$ cat src/hdl/idp_pkg.sv
package idp_pkg;

	// result status, numbered by check order
	typedef enum logic [3:0] {
		ST_OK          = 4'd0,
		ST_LENGTH      = 4'd1,
		ST_DATE_DELIM  = 4'd2,
		ST_SEPARATOR   = 4'd3,
		ST_TIME_DELIM  = 4'd4,
		ST_NONDIGIT    = 4'd5,
		ST_BAD_DATE    = 4'd6,
		ST_BAD_TIME    = 4'd7,
		ST_ZONE_SHORT  = 4'd8,
		ST_ZONE_COLON  = 4'd9,
		ST_ZONE_MARKER = 4'd10,
		ST_TRAILING    = 4'd11
	} status_t;

	// what was seen at the zone marker position
	typedef enum logic [1:0] {
		ZK_NONE  = 2'd0,
		ZK_Z     = 2'd1,
		ZK_SIGN  = 2'd2,
		ZK_OTHER = 2'd3
	} zone_t;

	// sticky per-position check failures
	typedef struct packed {
		logic date_delim;
		logic separator;
		logic time_delim;
		logic nondigit;
		logic zhour_dig;
		logic zcolon;
		logic zmin_dig;
	} fault_t;

	// parse state; the year is kept as two two-digit halves
	typedef struct packed {
		logic [4:0] count;
		logic [6:0] yhi;
		logic [6:0] ylo;
		logic [6:0] month;
		logic [6:0] day;
		logic [6:0] hour;
		logic [6:0] minute;
		logic [6:0] second;
		fault_t     faults;
		zone_t      zone;
	} parse_t;

	// one result item
	typedef struct packed {
		status_t     status;
		logic [13:0] year;
		logic [3:0]  month;
		logic [4:0]  day;
		logic [4:0]  hour;
		logic [5:0]  minute;
		logic [5:0]  second;
		logic [26:0] date_number;
	} res_t;

	// days in a month, february without leap day
	function automatic logic [4:0] month_days(input logic [3:0] m);
		logic [4:0] d;
		unique case (m)
			4'd2: d = 5'd28;
			4'd4, 4'd6, 4'd9, 4'd11: d = 5'd30;
			default: d = 5'd31;
		endcase
		return d;
	endfunction

endpackage

$ cat src/hdl/idp_char_stage.sv
module idp_char_stage
	import idp_pkg::*;
(
	input  logic       clk,
	input  logic       arst_n,
	input  logic       accept,
	input  logic [7:0] char_code,
	input  logic       last_char,
	output parse_t     snap
);

	localparam logic [4:0] COUNT_MAX = 5'd26;
	localparam logic [7:0] CH_DASH   = 8'h2D;
	localparam logic [7:0] CH_COLON  = 8'h3A;
	localparam logic [7:0] CH_SPACE  = 8'h20;
	localparam logic [7:0] CH_T      = 8'h54;
	localparam logic [7:0] CH_Z      = 8'h5A;
	localparam logic [7:0] CH_PLUS   = 8'h2B;
	localparam logic [7:0] CH_ZERO   = 8'h30;
	localparam logic [7:0] CH_NINE   = 8'h39;

	parse_t     cur_q;
	logic       dig;
	logic [3:0] dv;

	// two-digit decimal accumulate
	function automatic logic [6:0] acc10(input logic [6:0] acc, input logic [3:0] d);
		logic [10:0] t;
		t = 11'(acc) * 11'd10 + 11'(d);
		return t[6:0];
	endfunction

	assign dig = (char_code >= CH_ZERO) && (char_code <= CH_NINE);
	assign dv  = char_code[3:0];

	// per-position check and accumulate
	always_comb begin
		snap = cur_q;
		if (cur_q.count < COUNT_MAX) begin
			snap.count = cur_q.count + 5'd1;
			case (cur_q.count) inside
				5'd4, 5'd7: begin
					if (char_code != CH_DASH) snap.faults.date_delim = 1'b1;
				end
				5'd10: begin
					if (char_code != CH_SPACE && char_code != CH_T)
						snap.faults.separator = 1'b1;
				end
				5'd13, 5'd16: begin
					if (char_code != CH_COLON) snap.faults.time_delim = 1'b1;
				end
				5'd19: begin
					if (char_code == CH_Z) snap.zone = ZK_Z;
					else if (char_code == CH_PLUS || char_code == CH_DASH) snap.zone = ZK_SIGN;
					else snap.zone = ZK_OTHER;
				end
				5'd20, 5'd21: begin
					if (!dig) snap.faults.zhour_dig = 1'b1;
				end
				5'd22: begin
					if (char_code != CH_COLON) snap.faults.zcolon = 1'b1;
				end
				5'd23, 5'd24: begin
					if (!dig) snap.faults.zmin_dig = 1'b1;
				end
				5'd25: begin
				end
				default: begin
					if (!dig) begin
						snap.faults.nondigit = 1'b1;
					end else begin
						case (cur_q.count) inside
							[5'd0:5'd1]:   snap.yhi    = acc10(cur_q.yhi, dv);
							[5'd2:5'd3]:   snap.ylo    = acc10(cur_q.ylo, dv);
							[5'd5:5'd6]:   snap.month  = acc10(cur_q.month, dv);
							[5'd8:5'd9]:   snap.day    = acc10(cur_q.day, dv);
							[5'd11:5'd12]: snap.hour   = acc10(cur_q.hour, dv);
							[5'd14:5'd15]: snap.minute = acc10(cur_q.minute, dv);
							default:       snap.second = acc10(cur_q.second, dv);
						endcase
					end
				end
			endcase
		end
	end

	// parse state, cleared after the last character of a string
	always_ff @(posedge clk or negedge arst_n) begin
		if (!arst_n) begin
			cur_q <= '0;
		end else if (accept) begin
			if (last_char) cur_q <= '0;
			else cur_q <= snap;
		end
	end

endmodule

$ cat src/hdl/idp_judge.sv
module idp_judge
	import idp_pkg::*;
(
	input  parse_t snap,
	input  logic   mode,
	output res_t   res
);

	logic       leap;
	logic [4:0] lim;
	logic       date_ok;
	logic       time_ok;
	status_t    st;

	// calendar and time-of-day checks; leap rule from the two year halves
	always_comb begin
		if (snap.ylo == 7'd0) leap = (snap.yhi[1:0] == 2'd0);
		else leap = (snap.ylo[1:0] == 2'd0);
		lim = month_days(snap.month[3:0]);
		if (snap.month == 7'd2 && leap) lim = 5'd29;
		date_ok = (snap.month != 7'd0) && (snap.month <= 7'd12) &&
			(snap.day != 7'd0) && (snap.day <= 7'(lim));
		time_ok = (snap.hour <= 7'd23) && (snap.minute <= 7'd59) &&
			(snap.second <= 7'd59);
	end

	// status, first failing check wins
	always_comb begin
		if (!mode) begin
			if (snap.count != 5'd10 || snap.faults.date_delim) st = ST_LENGTH;
			else if (snap.faults.nondigit) st = ST_NONDIGIT;
			else if (!date_ok) st = ST_BAD_DATE;
			else st = ST_OK;
		end else if (snap.count < 5'd19) begin
			st = ST_LENGTH;
		end else if (snap.faults.date_delim) begin
			st = ST_DATE_DELIM;
		end else if (snap.faults.separator) begin
			st = ST_SEPARATOR;
		end else if (snap.faults.time_delim) begin
			st = ST_TIME_DELIM;
		end else if (snap.faults.nondigit) begin
			st = ST_NONDIGIT;
		end else if (!date_ok) begin
			st = ST_BAD_DATE;
		end else if (!time_ok) begin
			st = ST_BAD_TIME;
		end else if (snap.count == 5'd19) begin
			st = ST_OK;
		end else if (snap.zone == ZK_Z) begin
			st = (snap.count != 5'd20) ? ST_TRAILING : ST_OK;
		end else if (snap.zone == ZK_SIGN) begin
			if (snap.count < 5'd25) st = ST_ZONE_SHORT;
			else if (snap.faults.zhour_dig) st = ST_NONDIGIT;
			else if (snap.faults.zcolon) st = ST_ZONE_COLON;
			else if (snap.faults.zmin_dig) st = ST_NONDIGIT;
			else if (snap.count != 5'd25) st = ST_TRAILING;
			else st = ST_OK;
		end else begin
			st = ST_ZONE_MARKER;
		end
	end

	// fields, zero unless ok
	always_comb begin
		res = '0;
		res.status = st;
		if (st == ST_OK) begin
			res.year  = 14'(snap.yhi) * 14'd100 + 14'(snap.ylo);
			res.month = snap.month[3:0];
			res.day   = snap.day[4:0];
			if (mode) begin
				res.hour   = snap.hour[4:0];
				res.minute = snap.minute[5:0];
				res.second = snap.second[5:0];
			end
			res.date_number = 27'(snap.yhi) * 27'd1000000 + 27'(snap.ylo) * 27'd10000 +
				27'(snap.month) * 27'd100 + 27'(snap.day);
		end
	end

endmodule

$ cat src/hdl/iso_datetime_text_parser.sv
// ISO 8601 date / date-time text parser.
// Input channel: one ASCII character per item on char_code, with last_char
// set on the final character of a string (char_valid / char_stall).
// Output channel: one result item per string, given on its last character
// (res_valid / res_stall): status plus year, month, day, hour, minute,
// second and date_number, all fields zero unless status is ok.
// cfg_we / cfg_data write parse_mode (0 date-only, 1 date-time with optional zone);
// the value held when the last character is taken decides the judgement.
// Throughput: one character per cycle while char_stall is low. The per-character check and the
// decimal accumulate are done in the cycle the character is taken.
// The last character is taken into the snapshot register, and the judged result
// then moves into the result register once that register is free.
// When res_stall holds a result, one more finished string can wait in the
// snapshot register; after that char_stall rises until the result moves.
// Reset clears the parse state and both valid flags and sets parse_mode to 1.
module iso_datetime_text_parser
	import idp_pkg::*;
(
	input  logic        clk,
	input  logic        arst_n,
	input  logic        cfg_we,
	input  logic        cfg_data,
	input  logic        char_valid,
	output logic        char_stall,
	input  logic [7:0]  char_code,
	input  logic        last_char,
	output logic        res_valid,
	input  logic        res_stall,
	output logic [3:0]  status,
	output logic [13:0] year,
	output logic [3:0]  month,
	output logic [4:0]  day,
	output logic [4:0]  hour,
	output logic [5:0]  minute,
	output logic [5:0]  second,
	output logic [26:0] date_number
);

	logic   mode_q;
	logic   char_acc;
	logic   adv;
	parse_t snap;
	parse_t snap_s1;
	logic   mode_s1;
	logic   valid_s1;
	res_t   res;
	res_t   res_q;
	logic   valid_q;

	// handshake
	assign adv        = valid_s1 && (!valid_q || !res_stall);
	assign char_stall = valid_s1 && !adv;
	assign char_acc   = char_valid && !char_stall;

	// mode register
	always_ff @(posedge clk or negedge arst_n) begin
		if (!arst_n) mode_q <= 1'b1;
		else if (cfg_we) mode_q <= cfg_data;
	end

	idp_char_stage u_char (
		.clk       (clk),
		.arst_n    (arst_n),
		.accept    (char_acc),
		.char_code (char_code),
		.last_char (last_char),
		.snap      (snap)
	);

	// snapshot of a finished string
	always_ff @(posedge clk or negedge arst_n) begin
		if (!arst_n) valid_s1 <= 1'b0;
		else if (char_acc && last_char) valid_s1 <= 1'b1;
		else if (adv) valid_s1 <= 1'b0;
	end

	always_ff @(posedge clk) begin
		if (char_acc && last_char) begin
			snap_s1 <= snap;
			mode_s1 <= mode_q;
		end
	end

	idp_judge u_judge (
		.snap (snap_s1),
		.mode (mode_s1),
		.res  (res)
	);

	// result register
	always_ff @(posedge clk or negedge arst_n) begin
		if (!arst_n) valid_q <= 1'b0;
		else if (adv) valid_q <= 1'b1;
		else if (!res_stall) valid_q <= 1'b0;
	end

	always_ff @(posedge clk) begin
		if (adv) res_q <= res;
	end

	assign res_valid   = valid_q;
	assign status      = res_q.status;
	assign year        = res_q.year;
	assign month       = res_q.month;
	assign day         = res_q.day;
	assign hour        = res_q.hour;
	assign minute      = res_q.minute;
	assign second      = res_q.second;
	assign date_number = res_q.date_number;

	// a taken last character always lands in the snapshot register
	a_last_to_s1: assert property (@(posedge clk) disable iff (!arst_n)
		char_valid && !char_stall && last_char |=> valid_s1)
		else $error("finished string lost before snapshot");

	// an ok result carries a nonzero month, day and date number
	a_ok_date: assert property (@(posedge clk) disable iff (!arst_n)
		res_valid && status == ST_OK |-> month != 4'd0 && day != 5'd0 && date_number != 27'd0)
		else $error("ok result without a date");

	// any failing status clears year, date number and hour
	a_err_zero: assert property (@(posedge clk) disable iff (!arst_n)
		res_valid && status != ST_OK |-> year == 14'd0 && date_number == 27'd0 && hour == 5'd0)
		else $error("failing result carries fields");

endmodule

$ cat config.mk
export PLATFORM = sky130hd
export DESIGN_NAME = iso_datetime_text_parser
export DESIGN_NICKNAME = d
export VERILOG_FILES = /design/src/hdl/idp_pkg.sv /design/src/hdl/idp_char_stage.sv /design/src/hdl/idp_judge.sv /design/src/hdl/iso_datetime_text_parser.sv
export SDC_FILE = /design/constraint.sdc
export NUM_CORES = 1
export LEC_CHECK = 0
export BUFFER_PORTS_ARGS = -buffer_cell sky130_fd_sc_hd__buf_2
export CAP_MARGIN = 40
export CORE_MARGIN = 4
export CORE_UTILIZATION = 34
export DETAILED_ROUTE_END_ITERATION = 8
export PLACE_DENSITY = 0.52
export SLEW_MARGIN = 20
export SYNTH_ARGS = -nofsm -noshare
export SYNTH_HDL_FRONTEND = slang
export SYNTH_SLANG_ARGS = --single-unit
$ cat constraint.sdc
create_clock -name clk -period 8.1 [get_ports clk]
set_clock_uncertainty 0.15 [all_clocks]
set_input_delay 2.43 -clock clk [delete_from_list [all_inputs] [get_ports clk]]
set_output_delay 2.43 -clock clk [all_outputs]
set_load 0.01 [all_outputs]
==> reports/results.txt <==
status -> finished, final reports clean
sw frac -> 0.375
Bufs and invs on worst path -> 3
die width -> 222 um
boundary pin count -> 88
Sequential Area -> 0.00565 mm2
Period Utilization, post-route -> 0.771
Switching Power -> 1.29 mW
initial antenna violation count -> 0
CTS tree -> done
Seq cells post-synth -> 199
Starting Density -> 0.344
ANT cells -> 0
maximum clock rate -> 160 MHz
CTS Buf Count -> 17
chip height -> 222 um
Syn Inst Count -> 1,423
Setup Viol. Count Final -> 0
Post-CTS Hold Buffers -> 0
register area share after synthesis -> 0.362
RSZ-0062 raised after global routing -> false
Internal -> 2.15 mW
critical path's largest stage delay -> 0.54 ns
CP required -> 8.28 ns
warning count from the yosys run -> 0
worst slew pin tran -> 0.787 ns
first-pass GRT wire length -> 58,400 um
area of the multi-input gates -> 0.00925 mm2
layout cells sized above 1 -> 0.124
syn_area_per_cell -> 11.0 um2
asr flop ratio synth -> 0.332
Top delay family on crit path -> adder cells
top-area cell type share of the netlist area -> 0.256
largest cells by area after synthesis -> edfxtp_1 (26%), ha_1 (20%), dfrtp_1 (10%), fa_1 (6.5%), xnor2_1 (4.7%)
Clk pwr share -> 0.253
syn_nets -> 1,739
Combinational Power Share -> 0.405
VDD IR-drop max -> 0.156 mV
Port-buffer cells -> 87
cell mode on critical path -> ha_1
Reg clk slew, reported paths -> 0.08 ns
Initial DRT Pass Iterations -> 4
setup bufs post-CTS -> 0
reg2reg end -> date_number[26]
total negative slack -> 0 ns
Via density -> 5.00
num rows -> 78
Min-Delay Endpoint -> u_char.cur_q[57]
Hold/Removal Path Class -> register to register
crit start category -> register
Power per Cell Area -> 198 mW/mm2
Cell Chain, Critical Path -> inv_1 > ha_1 > ha_1 > fa_1 > ha_1 > a21oi_1 > nor2_1 > o21a_1 > o21ai_0 > nand2b_1 > a21oi_1 > xnor2_1 > fa_1 > inv_1 > ha_1 > ha_1 > a211oi_1 > o21ai_0 > o211ai_1 > a31oi_1 > a211oi_1 > inv_1 > a41o_1 > a21oi_1
Hold Path Stages -> 1
largest net degree at the start of global routing -> 42
launch point of the worst reg-to-reg path -> snap_s1[39]
die area -> 0.0493 mm2
post-synth top area cell -> edfxtp_1
Root Driver -> clkbuf_16
clock sink total -> 199
PnR Total Power -> 3.44 mW
Final Critical Period -> 6.24 ns
vias in the first global route -> 11,000
post-CTS sizing -> 0
crit end category -> register
Clock Path Buffers -> 2
1st-iter DRT viols -> 549
Fin. Hold Viols -> 0
Core Region -> 0.0454 mm2
Final Max Slew Viols -> 0
Yosys cell types -> 74
Main synth FF type -> edfxtp_1
Register-to-Register Path Depth -> 24
WL per Instance -> 16.5 um
Layout fillers -> 4,484
Tot GR Track Use -> 0.147
hold path start -> u_char.cur_q[57]
Leakage -> 8.10 nW
Post-DP HPWL -> 26,700 um
DRC viols -> 0
Detailed Route WL -> 35,000 um
via count -> 10,600
Mapped Area -> 0.0156 mm2
worst setup path class -> register to register
worst rel slew slack -> 0.473
total grt overflow -> 0
routability cong. -> 0.829
Post-DRT Antenna Nets -> 0
Final nets -> 1,823
Clk Latency, worst-skew pair -> 0.49 ns
H-tree Lvls -> 4
Worst Path Max Fanout -> 6
fin util -> 0.383
area delta synth->final -> 11.5%
crit path DAT -> 6.42 ns
number of max-cap violations -> 0
r2r setup slk -> 1.86 ns
CP max stage cell -> fa_1
power share of the sequential group -> 0.342
Post-synth EDFFs -> 133
## layout make-up
type,count,share of cell area
multi-input combinational,1040,0.532
sequential,199,0.325
inverter,150,0.0325
tap,600,0.0432
clock inverter,14,0.00892
clock buffer,18,0.0253
timing repair buffer,99,0.0332
## registers in the layout, summed over array words and instances (netlist names), 4 cells and up
register	count
u_char.cur_q	63
month	4
snap_s1	63
date_number	25
minute	6
day	5
status	4
hour	5
year	14
second	6
## worst max-delay path by stage
stage / start / to / slack (ns) / depth (start not counted)
after global routing: snap_s1[39] / date_number[22] / 1.26 / 23
after CTS: snap_s1[39] / date_number[26] / 1.82 / 22
after global placement: snap_s1[39] / date_number[24] / 1.94 / 24
after floorplan: res_stall / date_number[10] / 1.72 / 1
final: snap_s1[39] / date_number[26] / 1.86 / 24
after detailed placement: snap_s1[39] / date_number[24] / 1.85 / 24
## cell families (layout without fill, tap and decap cells)
logic type,count (synthesis),after routing,synth area share
fa+ha+maj,301,301,0.266
xor+xnor,111,111,0.0633
compound gates,278,278,0.126
simple gates,305,305,0.104
flops,199,199,0.362
buf+inv,184,281,0.0461
mux,45,45,0.0323
## through the flow
stage               worst slack [ns]  instances  cell area [um2]  hold WS [ns]
floorplan                       1.72       1423            15600         0.294
global placement                1.94       2083            16700         0.331
detailed placement              1.85       2086            16800         0.330
CTS                             1.82       2118            17400         0.365
global route                    1.26       2120            17400         0.383
finish                          1.86       2120            17400         0.361
## routing by layer
metal / up-vias / share of wire / global-route usage
li1: 5325 / - / -
met1: 5115 / 0.46 / 0.190
met2: 135 / 0.49 / 0.248
met3: 29 / 0.035 / 0.0334
met4: 0 / 0.015 / 0.0396
met5: - / 0 / 0
## synth_stat cells (4+ instances only)
library cell,n
a31oi_1,10
nand4b_1,4
mux2_2,42
nor4_1,7
nand3_1,25
a41oi_1,4
nor2_1,79
dfrtp_1,65
xnor2_1,84
o211a_1,7
nand2_1,39
a21oi_1,60
xor2_1,26
nor3b_1,11
nor2b_1,20
nand2b_1,12
clkbuf_1,28
a22o_1,52
o21ai_0,42
a211oi_1,9
a21o_1,24
or3_1,5
and2_1,18
nor3_1,31
fa_1,51
or4_1,4
edfxtp_1,133
o211ai_1,8
and3_1,23
ha_1,250
o21a_1,8
o21bai_1,16
nand4_1,7
inv_1,150
## cells in the final DEF (no fill, tap or decap), types with 51 or more instances in the layout
cell | netlist | layout
a21oi_1 | 60 | 60
a22o_1 | 52 | 52
buf_2 | 1 | 87
dfrtp_1 | 65 | 65
edfxtp_1 | 133 | 133
fa_1 | 51 | 51
ha_1 | 250 | 250
inv_1 | 150 | 149
nor2_1 | 79 | 78
xnor2_1 | 84 | 84
## power by group through the flow
stage / clock [mW] / sequential, mW / combinational, mW
after global routing: 0.944 / 1.18 / 1.60
after CTS: 0.900 / 1.18 / 1.41
after global placement: 0 / 1.20 / 1.39
after detailed placement: 0 / 1.20 / 1.40
after floorplan: 0 / 1.20 / 1.07
final: 0.868 / 1.18 / 1.39
Power figures use the tool's default switching activity.
